## src/hw/rtl/fca_pkg.sv

```systemverilog
// Shared types and constants of the file allocation table chain allocator.
// Used by fca_ctrl, fca_dp and the top level fat_chain_allocator.
// Depends on nothing.
package fca_pkg;

    // Link values and the largest index range that allocation searches.
    localparam logic [15:0] LINK_END   = 16'hFFFF;
    localparam int          INDEX_SPAN = 8192;

    // Action codes of an input item.
    localparam logic [2:0] ACT_LOAD   = 3'd0;
    localparam logic [2:0] ACT_NEW    = 3'd1;
    localparam logic [2:0] ACT_EXTEND = 3'd2;
    localparam logic [2:0] ACT_FREE   = 3'd3;
    localparam logic [2:0] ACT_WALK   = 3'd4;

    // Result status codes.
    localparam logic [1:0] ST_OK    = 2'd0;
    localparam logic [1:0] ST_FULL  = 2'd1;
    localparam logic [1:0] ST_CHAIN = 2'd2;
    localparam logic [1:0] ST_RANGE = 2'd3;

    typedef enum logic {
        WA_CUR,
        WA_FOUND
    } t_wr_addr_sel;

    typedef enum logic [1:0] {
        WD_ZERO,
        WD_VAL,
        WD_END,
        WD_FOUND
    } t_wr_data_sel;

    // Where the old value of a written entry is known from.
    typedef enum logic [1:0] {
        OLD_RDDATA,
        OLD_ZERO,
        OLD_NONZERO
    } t_old_sel;

    typedef enum logic [1:0] {
        RES_ZERO,
        RES_CUR,
        RES_FOUND
    } t_res_sel;

    typedef struct packed {
        logic         load_in;
        logic         clr_step;
        logic         rd_cur;
        logic         scan_step;
        logic         wr_en;
        t_wr_addr_sel wr_addr_sel;
        t_wr_data_sel wr_data_sel;
        t_old_sel     old_sel;
        logic         advance;
        logic         emit;
        t_res_sel     res_sel;
        logic [1:0]   status;
    } t_dp_cmd;

    typedef struct packed {
        logic in_range;
        logic v_zero;
        logic v_end;
        logic v_range;
        logic cnt_last;
        logic cnt_zero;
        logic walk_done;
        logic scan_hit;
        logic scan_miss;
        logic out_free;
    } t_dp_stat;

endpackage

```

## src/hw/rtl/fca_ctrl.sv

```systemverilog
// Controller state machine of the chain allocator: sequences table reads,
// writes and scans for one action and hands the result to the datapath.
// Depends on fca_pkg; drives fca_dp through fca_pkg::t_dp_cmd.
module fca_ctrl (
    input  logic               i_clk,
    input  logic               i_rst_n,
    input  logic               i_in_valid,
    output logic               o_in_ready,
    input  logic [2:0]         i_action,
    input  fca_pkg::t_dp_stat  i_stat,
    output fca_pkg::t_dp_cmd   o_cmd
);

    localparam logic [3:0] S_CLEAR   = 4'd0;
    localparam logic [3:0] S_IDLE    = 4'd1;
    localparam logic [3:0] S_READ    = 4'd2;
    localparam logic [3:0] S_EV_LOAD = 4'd3;
    localparam logic [3:0] S_EV_TAIL = 4'd4;
    localparam logic [3:0] S_SCAN    = 4'd5;
    localparam logic [3:0] S_WR_LINK = 4'd6;
    localparam logic [3:0] S_WR_END  = 4'd7;
    localparam logic [3:0] S_EV_FREE = 4'd8;
    localparam logic [3:0] S_EV_WALK = 4'd9;
    localparam logic [3:0] S_DONE    = 4'd10;

    logic [3:0]        r_state;
    logic [3:0]        n_state;
    logic [2:0]        r_action;
    logic [2:0]        n_action;
    logic [1:0]        r_status;
    logic [1:0]        n_status;
    fca_pkg::t_res_sel r_res_sel;
    fca_pkg::t_res_sel n_res_sel;
    logic              w_accept;

    assign o_in_ready = (r_state == S_IDLE);
    assign w_accept   = i_in_valid && o_in_ready;

    always_comb begin
        n_state   = r_state;
        n_action  = r_action;
        n_status  = r_status;
        n_res_sel = r_res_sel;

        o_cmd             = '0;
        o_cmd.wr_addr_sel = fca_pkg::WA_CUR;
        o_cmd.wr_data_sel = fca_pkg::WD_ZERO;
        o_cmd.old_sel     = fca_pkg::OLD_RDDATA;
        o_cmd.res_sel     = fca_pkg::RES_ZERO;
        o_cmd.status      = fca_pkg::ST_OK;

        unique case (r_state)
            S_CLEAR: begin
                o_cmd.clr_step = 1'b1;
                if (i_stat.cnt_last) begin
                    n_state = S_IDLE;
                end
            end
            S_IDLE: begin
                if (i_in_valid) begin
                    o_cmd.load_in = 1'b1;
                    n_action      = i_action;
                    n_status      = fca_pkg::ST_OK;
                    n_res_sel     = fca_pkg::RES_ZERO;
                    // Unused codes do nothing; a new chain ignores the index.
                    priority if (i_action > fca_pkg::ACT_WALK) begin
                        n_state = S_DONE;
                    end else if (i_action != fca_pkg::ACT_NEW && !i_stat.in_range) begin
                        n_status = fca_pkg::ST_RANGE;
                        n_state  = S_DONE;
                    end else if (i_action == fca_pkg::ACT_NEW) begin
                        n_state = S_SCAN;
                    end else begin
                        n_state = S_READ;
                    end
                end
            end
            S_READ: begin
                o_cmd.rd_cur = 1'b1;
                case (r_action)
                    fca_pkg::ACT_LOAD:   n_state = S_EV_LOAD;
                    fca_pkg::ACT_EXTEND: n_state = S_EV_TAIL;
                    fca_pkg::ACT_FREE:   n_state = S_EV_FREE;
                    default:             n_state = S_EV_WALK;
                endcase
            end
            S_EV_LOAD: begin
                o_cmd.wr_en       = 1'b1;
                o_cmd.wr_data_sel = fca_pkg::WD_VAL;
                n_state           = S_DONE;
            end
            S_EV_TAIL: begin
                if (!i_stat.v_end) begin
                    n_status = fca_pkg::ST_CHAIN;
                    n_state  = S_DONE;
                end else begin
                    n_state = S_SCAN;
                end
            end
            S_SCAN: begin
                o_cmd.scan_step = 1'b1;
                if (i_stat.scan_hit) begin
                    n_state = (r_action == fca_pkg::ACT_NEW) ? S_WR_END : S_WR_LINK;
                end else if (i_stat.scan_miss) begin
                    n_status = fca_pkg::ST_FULL;
                    n_state  = S_DONE;
                end
            end
            S_WR_LINK: begin
                // The tail held the end mark, so its old value is nonzero.
                o_cmd.wr_en       = 1'b1;
                o_cmd.wr_data_sel = fca_pkg::WD_FOUND;
                o_cmd.old_sel     = fca_pkg::OLD_NONZERO;
                n_state           = S_WR_END;
            end
            S_WR_END: begin
                o_cmd.wr_en       = 1'b1;
                o_cmd.wr_addr_sel = fca_pkg::WA_FOUND;
                o_cmd.wr_data_sel = fca_pkg::WD_END;
                o_cmd.old_sel     = fca_pkg::OLD_ZERO;
                n_res_sel         = fca_pkg::RES_FOUND;
                n_state           = S_DONE;
            end
            S_EV_FREE: begin
                if (i_stat.v_zero) begin
                    n_status = fca_pkg::ST_CHAIN;
                    n_state  = S_DONE;
                end else begin
                    o_cmd.wr_en = 1'b1;
                    if (i_stat.v_end) begin
                        n_state = S_DONE;
                    end else if (i_stat.v_range) begin
                        n_status = fca_pkg::ST_RANGE;
                        n_state  = S_DONE;
                    end else begin
                        o_cmd.advance = 1'b1;
                        n_state       = i_stat.cnt_last ? S_DONE : S_READ;
                    end
                end
            end
            S_EV_WALK: begin
                if (i_stat.walk_done) begin
                    // With no steps to take, only the start itself is checked.
                    if (i_stat.cnt_zero && i_stat.v_zero) begin
                        n_status = fca_pkg::ST_CHAIN;
                    end else begin
                        n_res_sel = fca_pkg::RES_CUR;
                    end
                    n_state = S_DONE;
                end else if (i_stat.v_zero || i_stat.v_end) begin
                    n_status = fca_pkg::ST_CHAIN;
                    n_state  = S_DONE;
                end else if (i_stat.v_range) begin
                    n_status = fca_pkg::ST_RANGE;
                    n_state  = S_DONE;
                end else begin
                    o_cmd.advance = 1'b1;
                    n_state       = S_READ;
                end
            end
            S_DONE: begin
                if (i_stat.out_free) begin
                    o_cmd.emit    = 1'b1;
                    o_cmd.res_sel = r_res_sel;
                    o_cmd.status  = r_status;
                    n_state       = S_IDLE;
                end
            end
            default: begin
                n_state = S_IDLE;
            end
        endcase
    end

    always_ff @(posedge i_clk) begin
        if (!i_rst_n) begin
            r_state   <= S_CLEAR;
            r_action  <= fca_pkg::ACT_LOAD;
            r_status  <= fca_pkg::ST_OK;
            r_res_sel <= fca_pkg::RES_ZERO;
        end else begin
            r_state   <= n_state;
            r_action  <= n_action;
            r_status  <= n_status;
            r_res_sel <= n_res_sel;
        end
    end

    a_accept_leaves_idle: assert property (@(posedge i_clk) disable iff (!i_rst_n)
        w_accept |=> (r_state != S_IDLE))
        else $error("controller stayed idle after taking an item");

endmodule

```

## config.mk

```make
export PLATFORM = sky130hd
export DESIGN_NAME = fca_ctrl
export DESIGN_NICKNAME = d
export VERILOG_FILES = /design/src/hw/rtl/fca_pkg.sv /design/src/hw/rtl/fca_ctrl.sv
export SDC_FILE = /design/constraint.sdc
export NUM_CORES = 1
export LEC_CHECK = 0
export BUFFER_PORTS_ARGS = -buffer_cell sky130_fd_sc_hd__clkbuf_2
export CAP_MARGIN = 20
export CORE_MARGIN = 2
export CORE_UTILIZATION = 45
export DETAILED_ROUTE_END_ITERATION = 12
export HOLD_SLACK_MARGIN = 0.12
export PLACE_DENSITY = 0.69
export SLEW_MARGIN = 20
export SYNTH_ARGS = -nofsm -noshare
export SYNTH_HDL_FRONTEND = slang
export SYNTH_SLANG_ARGS = --single-unit
```

## constraint.sdc

```tcl
create_clock -name i_clk -period 2.1 [get_ports i_clk]
set_clock_uncertainty 0.05 [all_clocks]
set_input_delay 0.105 -clock i_clk [delete_from_list [all_inputs] [get_ports i_clk]]
set_output_delay 0.105 -clock i_clk [all_outputs]
set_load 0.05 [all_outputs]
```

==> out/metrics.cfg, run 1 <==
[placed_design]
io_buffers=32
place_inst=197
gp_congestion=0.943
hpwlAfterDp_um=2500

[global_route]
grt_pass1_vias=1121
grtUsageTotal_pct=25.5
grt_overflow=0
antenna_found_initial=0
grt_pass1_wl_um=5240
grt_max_degree=15

[floorplanning]
die_h_um=53.2
row_count=17
die_area_um2=2830
coreArea_um2=2250
io-pin-count=33
initial_utilization_pct=48.4
die_x_um=53.2

[layout]
regArea_um2=223
mostFrequentLayoutCell=clkbuf_2
multiInputGateArea_um2=786
area_growth_pct=27.1
num_antenna_cells=0
fin_nets=197
layout.cells.non_filler=208
drive_gt1_share_pct=35.6
final_cell_mix=clkbuf_2, nand2_1, a21oi_1
fillerInstances=220

[power]
p_leak_nw=0.576
power_density_nw_per_um2=427
ir_drop_mv=0.307
power_mw=0.593

[synthesis]
async_reset_ff_share_pct=0
yosysSeqAreaShare_pct=20.2
netlist_instances=137
synth_top_area_share_pct=20.2
ys_types=53
syn_area_per_cell_um2=7.96
syn_area_um2=1090
synth_top_cell_by_area=dfxtp_1
yosysWarnings=0
synth.net_count=153
ys.flop_type=dfxtp_1
synth-edff-count=0
synth.area.top_cells=dfxtp_1, a21oi_1, nand2_1, nor4b_4, buf_6
ys_seq_elements=11

[cts]
h-tree-depth=1
numCtsBuffers=3
clock-sinks=11
clk_pin_slew_ns=0.07
cts_setup_buffers=0
clkLatencyLatePin_ns=0.28
cts_root_buf=clkbuf_4
cts_buffer_depth=2
cts_tree=done

[setup_path]
cp-end-kind=output pin
crit_required_ns=1.95
critical_path.startpoint_type=register
critPathKind=reg2out
worstPathArrival_ns=1.81
critPathMaxFanout=12

[timing]
relSlewSlack_pct=66.5
timing.fmax_mhz=508
rsz0062_at_grt=no
fin_crit_sh_pct=93.8
hold_violations=0
fin_crit_ns=1.97
setup_viol=0
setup_tns_ns=0
tightest_slew_ns=0.499
hold_slack_ns=0.222
slew_viol_final=0

[routing]
totalWireLength_um=3270
via_per_inst=5.87
drt_pass1_iterations=4
drtAntennaViolNets=0
drt_iter0_drc=56
vias=1220
wl_per_cell_um=15.7
drcViolationCount=0

[flow_run]
drv_cap=0

[min_path]
hold_class=in2reg

[run_status]
status=complete, no violations

==> state kept, by name, indices dropped and copies added, names as in the netlist <==
signal,count
r_action,3
r_res_sel,2
r_state,4
r_status,2
==> cells in the mapped netlist (all sizes together) (2+ instances only) <==
library cell and count:
and2 5, o21a 4, inv 5, a211oi 2
mux2i 2, a21boi 3, nand2 17, a311oi 2
a21oi 17, buf 9, nor3 5, nor4b 2
o31ai 2, nand2b 5, a31oi 4, nor2 13
o21ai 3, nor2b 2, dfxtp 11, nor4 4
o22ai 2
==> where the power goes <==
group	leakage [nW]	internal (mW)	total, mW	switching, mW
clock network	0.0150	0.0738	0.154	0.0798
logic	0.471	0.0844	0.203	0.118
registers	0.0902	0.219	0.236	0.0173
==> repair_timing <==
item                                   in CTS  in global routing
endpoints found under the hold margin       8                  0
gates resized for setup                     0                  4
hold buffers                                7                  0
setup endpoints to repair                   0                  4
==> path summary, 6_finish.rpt <==
| check | startpoint | endpoint | slack, ns | cells after the start |
|---|---|---|---|---|
| hold / removal | i_in_valid | r_action[2] | 0.22 | 4 |
| setup / recovery | r_state[1] | o_cmd[15] | 0.13 | 5 |
| hold reg to reg | r_action[2] | r_action[2] | 0.43 | 2 |
| setup reg to reg | r_state[1] | r_status[0] | 0.33 | 5 |
==> critical path, cell delays in order, from the launching register on <==
cell      delay (ns)
dfxtp_1         0.46
buf_4           0.25
nor4b_4         0.28
nand2_1         0.16
inv_2           0.10
clkbuf_2        0.28
==> metrics by stage <==
stage               cell area [um^2]  worst slack, ns  util (%)
detailed placement              1290            0.315      57.1
global placement                1290            0.329      57.1
CTS                             1380           0.0677      61.4
global route                    1390           0.0479      61.5
floorplan                       1100           0.0659         -
finish                          1390            0.130      61.5
==> layer usage <==
layer | track usage, % | up-vias | share of wire [%]
met5 | 0 | - | 0
met4 | 10.3 | 0 | 2.1
met3 | 3.67 | 10 | 7.2
met2 | 40.9 | 61 | 48
met1 | 33.7 | 556 | 43
li1 | - | 593 | -
==> logic make-up (layout without fill, tap and decap cells) <==
group | after synthesis | count (layout) | share of synthesized area [%]
AO/OA/AOI/OAI | 49 | 49 | 32.0
XOR/XNOR | 1 | 1 | 0.803
buffers and inverters | 14 | 57 | 8.83
flip-flops | 11 | 11 | 20.2
multiplexers | 2 | 2 | 1.83
AND/OR/NAND/NOR | 60 | 60 | 36.4
==> cell type report <==
type | instances | share of cell area (%)
clock buffers | 4 | 1.90
inverters | 5 | 1.35
multi-input cells | 112 | 56.7
flip-flops and latches | 11 | 16.1
well taps | 28 | 2.53
repair buffers | 48 | 21.5
Note: power is estimated with default switching activity, not from simulation.
==> inputs of run 2 (changes only) <==
--- a/config.mk
+++ b/config.mk
@@ -7,6 +7,7 @@
 export LEC_CHECK = 0
 export BUFFER_PORTS_ARGS = -buffer_cell sky130_fd_sc_hd__clkbuf_2
 export CAP_MARGIN = 20
+export CORE_ASPECT_RATIO = 0.9
 export CORE_MARGIN = 2
 export CORE_UTILIZATION = 45
 export DETAILED_ROUTE_END_ITERATION = 12
==> run 2 against run 1 <==
Against the previous run:
- via count rose by 3.2%
- largest cell class unchanged
- critical path depth is 1 lower
- register-to-register slack worse by 0.12 ns
- flip-flop and latch count unchanged
- non-clock buffer count fell by 2
- global-route usage shrank 1.1 points
- highest routed layer unchanged
- die area barely moved
==> out/metrics.cfg, run 2 (same netlist as run 1, synthesis figures left out) <==
[run_status]
status=complete, no violations

[floorplanning]
die_x_um=55.9  ; +5.0%
row_count=16  ; -1
die_area_um2=2840  ; about the same
die_h_um=50.7  ; -4.7%
coreArea_um2=2240  ; -0.55%
initial_utilization_pct=48.7  ; +0.27 points
io-pin-count=33  ; unchanged

[setup_path]
crit_required_ns=1.95  ; about the same
reg2reg_depth=5  ; unchanged
r2r_end=r_status[1]
crit_slowest_cell=dfxtp_1
cp-end-kind=output pin
critical_path.startpoint_type=register
critPathMaxFanout=12  ; unchanged
critPathKind=reg2out
rrSetupSlack_ns=0.21  ; -0.12 ns
worstPathArrival_ns=1.84  ; +0.03 ns
crit_path_cell_trace=buf_4 > and4_1 > and2_1 > clkbuf_2
max_stage_delay_ns=0.62  ; +0.16 ns
timing.rr.start=r_state[0]

[power]
power_density_nw_per_um2=433  ; +1.4%
p_leak_nw=0.564  ; -2.1%
ir_drop_mv=0.300  ; -2.2%

[layout]
area_growth_pct=25.3
final_cell_mix=clkbuf_2, nand2_1, a21oi_1
fin_nets=195  ; -1.0%
largest_reg_flops=4  ; unchanged
regMostFlops=r_state
num_antenna_cells=0  ; unchanged
fillerInstances=218  ; -0.91%
reg_top3=r_state: 4 flops, r_action: 3 flops
drive_gt1_share_pct=35.4  ; -0.16 points
mostFrequentLayoutCell=clkbuf_2

[timing]
fin_crit_ns=1.99  ; +0.0202 ns
setup_tns_ns=0  ; unchanged
fin_crit_sh_pct=94.8  ; +0.96 points
timing.fmax_mhz=503  ; -1.0%
slew_viol_final=0  ; unchanged
hold_slack_ns=0.154  ; -0.0681 ns
tightest_slew_ns=0.506  ; +0.00661 ns
rsz0062_at_grt=no
setup_viol=0  ; unchanged
relSlewSlack_pct=66.2  ; -0.21 points
hold_violations=0  ; unchanged

[global_route]
met1_usage_pct=36.3  ; +2.5 points
antenna_found_initial=0  ; unchanged
busiest_layer=met2
grtUsageTotal_pct=24.4  ; -1.1 points
use_met3_pct=1.03  ; -2.6 points
met2_usage_pct=36.7  ; -4.2 points
grt_pass1_vias=1143  ; +2.0%
grt_pass1_wl_um=5430  ; +3.7%
grt_overflow=0  ; unchanged
grt_max_degree=14  ; -1

[placed_design]
gp_congestion=0.985  ; +4.5%
io_buffers=32  ; unchanged
hpwlAfterDp_um=2540  ; +1.7%

[cts]
clk_pin_slew_ns=0.09  ; +0.02 ns
cts_tree=done
clock-sinks=11  ; unchanged
cts_root_buf=clkbuf_4
numCtsBuffers=3  ; unchanged
cts_buffer_depth=2  ; unchanged
clkLatencyLatePin_ns=0.27  ; about the same
h-tree-depth=1  ; unchanged
cts_setup_buffers=0  ; unchanged

[flow_run]
drv_cap=0  ; unchanged

[routing]
totalWireLength_um=3380  ; +3.3%
drt_pass1_iterations=5  ; +1
drt_iter0_drc=96  ; +71%
drtAntennaViolNets=0  ; unchanged
via_per_inst=6.14  ; +4.7%
vias=1259  ; +3.2%
wl_per_cell_um=16.5  ; +4.8%
drcViolationCount=0  ; unchanged

[min_path]
min_to=r_state[2]
hold_class=in2reg
min_path_cells=4  ; unchanged
worstHoldStart=i_stat[2]

run 2: what timing repair did:
item	CTS	global route
resized for setup	0	2
setup endpoints to repair	0	5
hold endpoints to repair	8	0
hold buffers	6	0
run 2: final cells by class:
type,count,area [um^2],area share (%)
timing repair buffer,46,280,20.5
sequential,11,223,16.3
clock buffer,4,26.3,1.92
multi-input combinational,112,786,57.5
tap,27,33.8,2.47
inverter,5,18.8,1.37
run 2: how the worst max path moves through the flow:
stage	from	to	slack, ns
2_1_floorplan	r_state[3]	o_cmd[0]	0.07
3_3_place_gp	r_state[0]	r_status[1]	0.27
3_5_place_dp	r_state[0]	r_status[1]	0.25
4_1_cts	r_state[2]	o_cmd[12]	0.07
5_1_grt	r_state[1]	o_cmd[1]	0.03
6_report	r_state[1]	o_cmd[0]	0.11
run 2: metrics by stage:
step                power (mW)  instance area (um^2)  worst slack [ns]  utilization, %  std cells
floorplan                0.370                  1100            0.0659               -        137
CTS                      0.591                  1370            0.0726            60.9        205
global placement         0.427                  1280             0.269            57.0        195
global route             0.621                  1370            0.0320            61.0        205
detailed placement       0.428                  1280             0.249            57.0        195
finish                   0.593                  1370             0.110            61.0        205
run 2: critical path, delay by kind of cell, from the launching register on:
family	cells	cell delay, ns
flip-flops	1	0.62
buffers and inverters	2	0.53
AND/OR/NAND/NOR	2	0.41
run 2: power breakdown:
part           leakage (nW)  switching (mW)  total [mW]  internal [mW]
combinational         0.459           0.119       0.200         0.0808
clock                0.0150          0.0821       0.156         0.0735
sequential           0.0905          0.0187       0.237          0.219
run 2: metal layers:
layer | routed length (um) | up-vias
met4 | 63 | 0
met3 | 286 | 8
li1 | - | 586
met1 | 1550 | 580
met2 | 1480 | 85
met5 | 0 | -
